===== src/design/rwve_pkg.sv =====
// Shared types and codes of the ring window velocity estimator.
// No dependencies; imported by the top level, rwve_ctrl, rwve_dpath and rwve_chk.
package rwve_pkg;

	typedef enum logic [1:0] {
		ACT_ADD   = 2'd0,
		ACT_CALC  = 2'd1,
		ACT_CLEAR = 2'd2
	} action_t;

	typedef enum logic [1:0] {
		ST_OK      = 2'd0,
		ST_FEW     = 2'd1,
		ST_ZERO_DT = 2'd2
	} status_t;

	typedef enum logic [2:0] {
		S_IDLE,
		S_RDA,
		S_RDB,
		S_CHK,
		S_DIV,
		S_FIN,
		S_FDIV,
		S_OUT
	} state_t;

	// controller -> datapath
	typedef struct packed {
		logic    add;
		logic    clr;
		logic    setup;
		logic    rd_a;
		logic    rd_b;
		logic    div_pair;
		logic    div_final;
		logic    acc;
		logic    load_out;
		status_t out_status;
	} cmd_t;

	// datapath -> controller
	typedef struct packed {
		logic few_samples;
		logic dt_zero;
		logic div_busy;
		logic last_pair;
	} sts_t;

	localparam int unsigned TIME_W = 32;
	localparam int unsigned POS_W  = 32;
	localparam int unsigned VEL_W  = 48;
	// |dpos| * 256 fits in 41 bits
	localparam int unsigned PAIR_W = 41;

endpackage


===== src/design/ring_window_velocity_estimator.sv =====
// Ring window velocity estimator, top level. Holds up to MAX_SAMPLES timestamped
// positions (Q8) in a ring of window_size slots and answers a calc transaction with
// the mean of (pos[k+h]-pos[k])*256/(t[k+h]-t[k]) over the h = n/2 sample pairs, in Q16.
// Add and clear transactions give no result; a calc walks the pairs through the
// one-bit-per-cycle divider that every pair and the final mean share. Status 1 means
// fewer than two samples, 2 a zero time difference; velocity is then 0. Writing
// window_size empties the ring. The result sits in an output register; input is taken
// again as soon as it is loaded. Depends on rwve_pkg, rwve_ctrl, rwve_dpath, rwve_div.
module ring_window_velocity_estimator
	import rwve_pkg::*;
#(
	parameter int unsigned MAX_SAMPLES = 16
) (
	input  logic                    clk,
	input  logic                    arst_n,
	input  logic                    cfg_wr_en,
	input  logic [4:0]              cfg_wr_data,
	input  logic                    in_valid,
	output logic                    in_stall,
	input  logic [1:0]              action,
	input  logic signed [31:0]      position,
	input  logic [31:0]             timestamp,
	output logic                    out_valid,
	input  logic                    out_stall,
	output logic signed [47:0]      velocity,
	output logic [1:0]              status
);

	cmd_t cmd;
	sts_t sts;

	// sequencer: handshake and calc walk
	rwve_ctrl u_ctrl (
		.clk       (clk),
		.arst_n    (arst_n),
		.in_valid  (in_valid),
		.in_stall  (in_stall),
		.action    (action),
		.out_valid (out_valid),
		.out_stall (out_stall),
		.sts       (sts),
		.cmd       (cmd)
	);

	// ring store, divider, result register
	rwve_dpath #(.MAX_SAMPLES(MAX_SAMPLES)) u_dpath (
		.clk         (clk),
		.arst_n      (arst_n),
		.cfg_wr_en   (cfg_wr_en),
		.cfg_wr_data (cfg_wr_data),
		.position    (position),
		.timestamp   (timestamp),
		.cmd         (cmd),
		.sts         (sts),
		.velocity    (velocity),
		.status      (status)
	);

endmodule


===== src/design/rwve_div.sv =====
// Restoring divider, one quotient bit per cycle, sign applied at the end.
// Depends on nothing beyond its parameters.
module rwve_div #(
	parameter int unsigned DW = 44,
	parameter int unsigned VW = 32
) (
	input  logic                 clk,
	input  logic                 arst_n,
	input  logic                 start,
	input  logic [DW-1:0]        num_mag,
	input  logic                 num_neg,
	input  logic [VW-1:0]        den,
	output logic                 busy,
	output logic signed [DW:0]   quot
);

	localparam int unsigned CNT_W = $clog2(DW + 1);

	logic              busy_q;
	logic [CNT_W-1:0]  cnt_q;
	logic [DW-1:0]     num_q;
	logic [VW-1:0]     rem_q;
	logic [VW-1:0]     den_q;
	logic              neg_q;
	logic [VW:0]       trial;
	logic              qbit;

	assign trial = {rem_q, num_q[DW-1]};
	assign qbit  = (trial >= {1'b0, den_q});

	always_ff @(posedge clk or negedge arst_n) begin
		if (!arst_n) begin
			busy_q <= 1'b0;
			cnt_q  <= '0;
		end else if (start) begin
			busy_q <= 1'b1;
			cnt_q  <= CNT_W'(DW);
		end else if (busy_q) begin
			cnt_q <= cnt_q - 1'b1;
			if (cnt_q == CNT_W'(1))
				busy_q <= 1'b0;
		end
	end

	always_ff @(posedge clk) begin
		if (start) begin
			num_q <= num_mag;
			rem_q <= '0;
			den_q <= den;
			neg_q <= num_neg;
		end else if (busy_q) begin
			num_q <= {num_q[DW-2:0], qbit};
			if (qbit)
				rem_q <= VW'(trial - {1'b0, den_q});
			else
				rem_q <= trial[VW-1:0];
		end
	end

	assign busy = busy_q;
	assign quot = neg_q ? -$signed({1'b0, num_q}) : $signed({1'b0, num_q});

endmodule


===== src/design/rwve_ctrl.sv =====
// Sequencer of the velocity estimator: input handshake, calc walk, output register control.
// Uses rwve_pkg for the state, code and command types.
module rwve_ctrl
	import rwve_pkg::*;
(
	input  logic    clk,
	input  logic    arst_n,
	input  logic    in_valid,
	output logic    in_stall,
	input  logic [1:0] action,
	output logic    out_valid,
	input  logic    out_stall,
	input  sts_t    sts,
	output cmd_t    cmd
);

	state_t  state_q, state_d;
	status_t stat_q, stat_d;
	logic    out_valid_q;
	logic    out_free;

	assign in_stall  = (state_q != S_IDLE);
	assign out_valid = out_valid_q;
	assign out_free  = !out_valid_q || !out_stall;

	always_comb begin
		state_d = state_q;
		stat_d  = stat_q;
		unique case (state_q)
			S_IDLE: begin
				if (in_valid && action == ACT_CALC) begin
					if (sts.few_samples) begin
						stat_d  = ST_FEW;
						state_d = S_OUT;
					end else begin
						stat_d  = ST_OK;
						state_d = S_RDA;
					end
				end
			end
			S_RDA: state_d = S_RDB;
			S_RDB: state_d = S_CHK;
			S_CHK: begin
				if (sts.dt_zero) begin
					stat_d  = ST_ZERO_DT;
					state_d = S_OUT;
				end else begin
					state_d = S_DIV;
				end
			end
			S_DIV: begin
				if (!sts.div_busy)
					state_d = sts.last_pair ? S_FIN : S_RDA;
			end
			S_FIN: state_d = S_FDIV;
			S_FDIV: begin
				if (!sts.div_busy)
					state_d = S_OUT;
			end
			S_OUT: begin
				if (out_free)
					state_d = S_IDLE;
			end
			default: state_d = S_IDLE;
		endcase
	end

	always_comb begin
		cmd            = '0;
		cmd.out_status = stat_q;
		unique case (state_q)
			S_IDLE: begin
				if (in_valid) begin
					case (action)
						ACT_ADD:   cmd.add   = 1'b1;
						ACT_CLEAR: cmd.clr   = 1'b1;
						ACT_CALC:  cmd.setup = !sts.few_samples;
						default:   ;
					endcase
				end
			end
			S_RDA:  cmd.rd_a      = 1'b1;
			S_RDB:  cmd.rd_b      = 1'b1;
			S_CHK:  cmd.div_pair  = !sts.dt_zero;
			S_DIV:  cmd.acc       = !sts.div_busy;
			S_FIN:  cmd.div_final = 1'b1;
			S_FDIV: ;
			S_OUT:  cmd.load_out  = out_free;
			default: ;
		endcase
	end

	always_ff @(posedge clk or negedge arst_n) begin
		if (!arst_n) begin
			state_q     <= S_IDLE;
			stat_q      <= ST_OK;
			out_valid_q <= 1'b0;
		end else begin
			state_q <= state_d;
			stat_q  <= stat_d;
			if (cmd.load_out)
				out_valid_q <= 1'b1;
			else if (!out_stall)
				out_valid_q <= 1'b0;
		end
	end

endmodule


===== src/design/rwve_dpath.sv =====
// Datapath: sample ring memory, ring pointers, pair walk, divider and result register.
// Uses rwve_pkg and rwve_div.
module rwve_dpath
	import rwve_pkg::*;
#(
	parameter int unsigned MAX_SAMPLES = 16
) (
	input  logic                    clk,
	input  logic                    arst_n,
	input  logic                    cfg_wr_en,
	input  logic [4:0]              cfg_wr_data,
	input  logic signed [POS_W-1:0] position,
	input  logic [TIME_W-1:0]       timestamp,
	input  cmd_t                    cmd,
	output sts_t                    sts,
	output logic signed [VEL_W-1:0] velocity,
	output logic [1:0]              status
);

	localparam int unsigned IW = $clog2(MAX_SAMPLES);
	localparam int unsigned CW = $clog2(MAX_SAMPLES + 1);
	localparam int unsigned DW = PAIR_W - 1 + IW + 1 - 1 + 1; // |sum| magnitude width
	localparam int unsigned SW = DW + 1;                     // signed sum width
	localparam int unsigned EW = POS_W + TIME_W;

	logic [EW-1:0] mem [MAX_SAMPLES];
	logic [EW-1:0] rd_q, sa_q;

	logic [IW-1:0] newest_q;
	logic [CW-1:0] fill_q, weff_q;
	logic [CW-1:0] h_q, cnt_q, a_q, b_q;
	logic signed [SW-1:0] sum_q;
	logic signed [VEL_W-1:0] vel_q;
	logic [1:0] status_q;

	logic [CW-1:0] w_clamp, slot_d, newest_inc, oldest, a_inc, b_inc, h_d;
	logic [CW:0]   b_sum;
	logic [IW-1:0] wr_slot;

	logic [TIME_W-1:0] dt;
	logic signed [POS_W:0] dpos;
	logic [POS_W:0]    dpos_mag;

	logic              div_start, div_neg, div_busy;
	logic [DW-1:0]     div_num;
	logic [TIME_W-1:0] div_den;
	logic signed [DW:0] quot;
	logic [SW-1:0]     sum_mag;

	// window register clamp
	always_comb begin
		if (cfg_wr_data < 5'd2)
			w_clamp = CW'(2);
		else if (32'(cfg_wr_data) > MAX_SAMPLES)
			w_clamp = CW'(MAX_SAMPLES);
		else
			w_clamp = CW'(cfg_wr_data);
	end

	function automatic logic [CW-1:0] wrap_inc(input logic [CW-1:0] v, input logic [CW-1:0] w);
		logic [CW:0] s;
		s = {1'b0, v} + 1'b1;
		wrap_inc = (s == {1'b0, w}) ? '0 : s[CW-1:0];
	endfunction

	assign newest_inc = wrap_inc(CW'(newest_q), weff_q);
	assign slot_d     = (fill_q < weff_q) ? fill_q : newest_inc;
	assign wr_slot    = slot_d[IW-1:0];

	assign oldest = (fill_q == weff_q) ? newest_inc : '0;
	assign h_d    = fill_q >> 1;
	assign b_sum  = {1'b0, oldest} + {1'b0, h_d};
	assign a_inc  = wrap_inc(a_q, weff_q);
	assign b_inc  = wrap_inc(b_q, weff_q);

	always_ff @(posedge clk or negedge arst_n) begin
		if (!arst_n) begin
			newest_q <= IW'(MAX_SAMPLES - 1);
			fill_q   <= '0;
			weff_q   <= CW'(MAX_SAMPLES);
		end else if (cfg_wr_en) begin
			weff_q   <= w_clamp;
			newest_q <= IW'(MAX_SAMPLES - 1);
			fill_q   <= '0;
		end else if (cmd.clr) begin
			newest_q <= IW'(MAX_SAMPLES - 1);
			fill_q   <= '0;
		end else if (cmd.add) begin
			newest_q <= wr_slot;
			if (fill_q < weff_q)
				fill_q <= fill_q + 1'b1;
		end
	end

	// sample store, one write and one registered read port
	always_ff @(posedge clk) begin
		if (cmd.add)
			mem[wr_slot] <= {position, timestamp};
		if (cmd.rd_a)
			rd_q <= mem[a_q[IW-1:0]];
		else if (cmd.rd_b)
			rd_q <= mem[b_q[IW-1:0]];
		if (cmd.rd_b)
			sa_q <= rd_q;
	end

	// pair walk
	always_ff @(posedge clk) begin
		if (cmd.setup) begin
			h_q   <= h_d;
			cnt_q <= '0;
			a_q   <= oldest;
			b_q   <= (b_sum >= {1'b0, weff_q}) ? CW'(b_sum - {1'b0, weff_q}) : b_sum[CW-1:0];
			sum_q <= '0;
		end else if (cmd.acc) begin
			cnt_q <= cnt_q + 1'b1;
			a_q   <= a_inc;
			b_q   <= b_inc;
			sum_q <= sum_q + SW'(quot);
		end
	end

	assign dt       = rd_q[TIME_W-1:0] - sa_q[TIME_W-1:0];
	assign dpos     = $signed({rd_q[EW-1], rd_q[EW-1:TIME_W]})
	                - $signed({sa_q[EW-1], sa_q[EW-1:TIME_W]});
	assign dpos_mag = dpos[POS_W] ? (POS_W+1)'(-dpos) : dpos;
	assign sum_mag  = sum_q[SW-1] ? SW'(-sum_q) : sum_q;

	always_comb begin
		div_start = cmd.div_pair || cmd.div_final;
		if (cmd.div_final) begin
			div_num = sum_mag[DW-1:0];
			div_neg = sum_q[SW-1];
			div_den = TIME_W'(h_q);
		end else begin
			div_num = DW'({dpos_mag, 8'd0});
			div_neg = dpos[POS_W];
			div_den = dt;
		end
	end

	rwve_div #(.DW(DW), .VW(TIME_W)) u_div (
		.clk     (clk),
		.arst_n  (arst_n),
		.start   (div_start),
		.num_mag (div_num),
		.num_neg (div_neg),
		.den     (div_den),
		.busy    (div_busy),
		.quot    (quot)
	);

	always_ff @(posedge clk) begin
		if (cmd.load_out) begin
			vel_q    <= (cmd.out_status == ST_OK) ? VEL_W'(quot) : '0;
			status_q <= cmd.out_status;
		end
	end

	assign sts.few_samples = (fill_q < CW'(2));
	assign sts.dt_zero     = (dt == '0);
	assign sts.div_busy    = div_busy;
	assign sts.last_pair   = (cnt_q + 1'b1 == h_q);

	assign velocity = vel_q;
	assign status   = status_q;

endmodule


===== config.mk =====
export PLATFORM = sky130hd
export DESIGN_NAME = ring_window_velocity_estimator
export DESIGN_NICKNAME = d
export VERILOG_FILES = /design/src/design/rwve_pkg.sv /design/src/design/ring_window_velocity_estimator.sv /design/src/design/rwve_div.sv /design/src/design/rwve_ctrl.sv /design/src/design/rwve_dpath.sv
export SDC_FILE = /design/constraint.sdc
export NUM_CORES = 2
export LEC_CHECK = 0
export ABC_AREA = 1
export BUFFER_PORTS_ARGS = -buffer_cell sky130_fd_sc_hd__buf_2
export CAP_MARGIN = 20
export CORE_MARGIN = 3
export CORE_UTILIZATION = 40
export DETAILED_ROUTE_END_ITERATION = 10
export MAX_ROUTING_LAYER = met4
export SLEW_MARGIN = 15
export SYNTH_ARGS = -nofsm -noshare
export SYNTH_HDL_FRONTEND = slang
export SYNTH_SLANG_ARGS = --single-unit

===== constraint.sdc =====
create_clock -name clk -period 15.7 [get_ports clk]
set_clock_uncertainty 0.2 [all_clocks]
set_input_delay 0.785 -clock clk [delete_from_list [all_inputs] [get_ports clk]]
set_output_delay 0.785 -clock clk [all_outputs]
set_load 0.01 [all_outputs]

==> impl_metrics.tcl <==
set metrics [dict create \
    status "complete, no violations" \
    setup-violations-final 0 \
    post_cts_resized 0 \
    cp-startpoint "u_ctrl.state_q[2]$_DFFE_PN0P_" \
    cp_cell_sequence "buf_4 -> nor2_1 -> inv_1 -> nor4_2 -> clkinv_1 -> nor2_1 -> nand2_1 -> nor2_4 -> buf_4" \
    wl_um 265000 \
    power_density_nw_per_um2 176 \
    die_h_um 446 \
    ys_types 63 \
    p_leak_uw 0.0312 \
    yosysWarnings 0 \
    drtIter0Drc 7721 \
    tightestPinTransition_ns 1.38 \
    yosysSeqAreaShare_pct 53.4 \
    met1_usage_pct 33.8 \
    max_clock_freq_mhz 189 \
    grt_overflow_total 0 \
    cts_buffer_depth 3 \
    antenna_left 0 \
    h-tree-depth 4 \
    viasPerCell 5.98 \
    crit_fanout 43 \
    cts-buffers-inserted 158 \
    postCtsSetupBuffers 0 \
    required_ns 15.90 \
    root_buffer "clkbuf_16" \
    die_w_um 446 \
    cts.sinks 1410 \
    grt_pass1_vias 65000 \
    slowest_stage "nor2_4" \
    ff2ff_setup_slack_ns 10.40 \
    first_pass_iters 7 \
    startpoint_type "register" \
    crit_buf_inv 4 \
    nets 8755 \
    slew_headroom_pct 8.20 \
    rsz0062_at_grt "no" \
    core_um2 191000 \
    crit_type "register to register" \
    yosysTopAreaCell "edfxtp_1" \
    cts.clk_slew.worst_paths_ns 0.06 \
    multiInputGateArea_um2 31500 \
    syn_nets 8877 \
    critPathMaxStageDelay_ns 0.92 \
    synthCells 8631 \
    syn-cell-area_um2 77400 \
    syn_avg_cell_area_um2 8.97 \
    cp-endpoint "u_dpath.mem[14][52]$_DFFE_PP_" \
    cp.depth 9 \
    path_delay_family "simple AND/OR/NAND/NOR gates" \
    final_cell_mix "nor2_1 (1,375), edfxtp_1 (1,292), o21ai_0 (1,231), nand2_1 (1,226), inv_1 (715)" \
    grt_util_met3_pct 3.94 \
    utilization_pct 44.6 \
    hp-class "input pin to register" \
    antenna_found_initial 28 \
    num_vias 66800 \
    synth_edf_count 1292 \
    synthArstFlopShare_pct 1.91 \
    arrival_ns 5.50 \
    seq_area_um2 41300 \
    synth_top_area_share_pct 50.1 \
    wire_per_inst_um 23.7 \
    slew_violations 0 \
    ys.flop_type "edfxtp_1" \
    busiest_layer "met2" \
    finalHoldViolations 0 \
    gp_congestion 0.941 \
    yosys-top-cells-area "edfxtp_1 (50%), o21ai_0 (8.0%), nor2_1 (6.8%)" \
    area_delta_synth_final_pct 10.2 \
    setup_tns_ns 0 \
    clk_latency_ns 0.81 \
    met2_usage_pct 42.5 \
    r2r_cells 9 \
    maxCapViolCount 0 \
    io_buffers 127 \
    dieArea_um2 199000 \
    fillers 18000 \
    final_common_cell "nor2_1" \
    worstReg2RegStart "u_ctrl.state_q[2]$_DFFE_PN0P_" \
    drc_errors 0 \
    initial_core_util_pct 40.5 \
    ir_worst_vdd_v 0.000107 \
    cp-end-kind "register" \
    tritoncts "yes" \
    r2r_end "u_dpath.mem[14][52]$_DFFE_PP_" \
    grt_util_all_layers_pct 26.6 \
    period_needed_ns 5.30 \
    io_pins 128 \
    dp_hpwl_um 162000 \
    synth-seq-cells 1410 \
    grt_pass1_wl_um 397000 \
    row_count 160 \
    grt_max_degree 190 \
    min_period_over_period_pct 33.8 \
    drive_above_1_share_pct 6.59 \
]
-- synth_stat cells (all sizes together) (3+ instances only) --
cell type / count
o211ai: 120
o21a: 13
buf: 54
nor3: 64
nand2: 1235
edfxtp: 1292
a22oi: 4
ha: 164
dfrtp: 22
dfstp: 5
a21o: 19
a31o: 7
clkinv: 4
xor2: 91
o31ai: 3
inv: 731
nand4: 70
a32oi: 33
a21oi: 385
a31oi: 113
o32ai: 3
nor2: 1403
fa: 6
nor4: 18
nand3b: 16
o21ai: 1235
and2: 16
or2: 24
o21bai: 26
a21boi: 10
nand3: 319
dfxtp: 91
a221oi: 4
clkbuf: 457
a32o: 36
o22ai: 122
o221ai: 364
a211oi: 3
xnor2: 35
and3: 3
-- metrics by stage --
| stage | instance area (um^2) | worst slack [ns] | hold slack (ns) | instances | power, uW |
|---|---|---|---|---|---|
| after floorplan | 77400 | 8.80 | 0.226 | 8631 | 9490 |
| after global placement | 80200 | 10.46 | 0.234 | 10900 | 11400 |
| after detailed placement | 80200 | 10.48 | 0.246 | 10900 | 11500 |
| after CTS | 85200 | 10.45 | 0.0260 | 11100 | 15100 |
| after global routing | 85300 | 10.06 | 0.0770 | 11200 | 16100 |
| final | 85300 | 10.40 | 0.0720 | 11200 | 15000 |
-- sequential cells by signal, indices dropped and copies added (netlist names), 5 cells and up, named ones only --
signal	count
u_dpath.a_q	5
u_dpath.b_q	5
u_dpath.cnt_q	5
u_dpath.fill_q	5
u_dpath.mem	1024
u_dpath.rd_q	64
u_dpath.sa_q	64
u_dpath.sum_q	46
u_dpath.u_div.cnt_q	6
u_dpath.u_div.den_q	32
u_dpath.u_div.num_q	45
u_dpath.u_div.rem_q	32
u_dpath.velocity	46
u_dpath.weff_q	5
-- worst min-delay path: cells and delay by family --
family,cells,cell delay (ns)
AO/OA/AOI/OAI,1,0.08
buffers and inverters,1,0.08
AND/OR/NAND/NOR,1,0.08
-- logic make-up after synthesis --
kind of cell,share of synthesized area [%]
and+or+nand+nor,16.6
AOI/OAI and AO/OA,19.6
muxes,0.0129
xor gates and xnor gates,1.44
buffers and inverters,6.13
DFF,53.4
adders and majority gates,2.81
-- worst min path at each step --
| stage | to | start | cells past startpoint |
|---|---|---|---|
| floorplan | u_dpath.sa_q[0]$_DFFE_PP_ | u_dpath.rd_q[0]$_DFFE_PP_ | 0 |
| global placement | u_dpath.sa_q[0]$_DFFE_PP_ | u_dpath.rd_q[0]$_DFFE_PP_ | 0 |
| detailed placement | u_dpath.sa_q[25]$_DFFE_PP_ | u_dpath.rd_q[25]$_DFFE_PP_ | 0 |
| finish | u_dpath.weff_q[0]$_DFFE_PN0P_ | cfg_wr_data[0] | 3 |
| global route | u_dpath.weff_q[0]$_DFFE_PN0P_ | cfg_wr_data[0] | 3 |
| CTS | u_dpath.weff_q[0]$_DFFE_PN0P_ | cfg_wr_data[0] | 3 |
-- power by group --
part           internal (uW)  switching, uW  total [uW]
sequential              4660            367        5030
combinational           2040           4420        6460
clock                   1990           1560        3550
total                   8690           6350       15000
-- metal layers --
| layer | routed length [um] | part of all wire (%) | up-vias |
|---|---|---|---|
| met5 | 0 | 0 | - |
| met3 | 21800 | 8.3 | 649 |
| li1 | - | - | 30600 |
| met2 | 124000 | 47 | 3513 |
| met4 | 10800 | 4.1 | 0 |
| met1 | 108000 | 41 | 32000 |
-- cell type report --
cell class	count	share of cell area [%]
flip-flops and latches	1410	48.5
multi-input cells	5975	36.9
clock buffers	186	4.78
well taps	2511	3.68
inverters	735	3.29
repair buffers	229	1.78
clock inverters	103	0.995
diodes	22	0.0645
-- what timing repair did --
item                                    in CTS  in global routing
endpoints found under the setup margin       0                  0
endpoints found under the hold margin       26                  0
hold buffers                                 7                  0
Power figures use the tool's default switching activity.
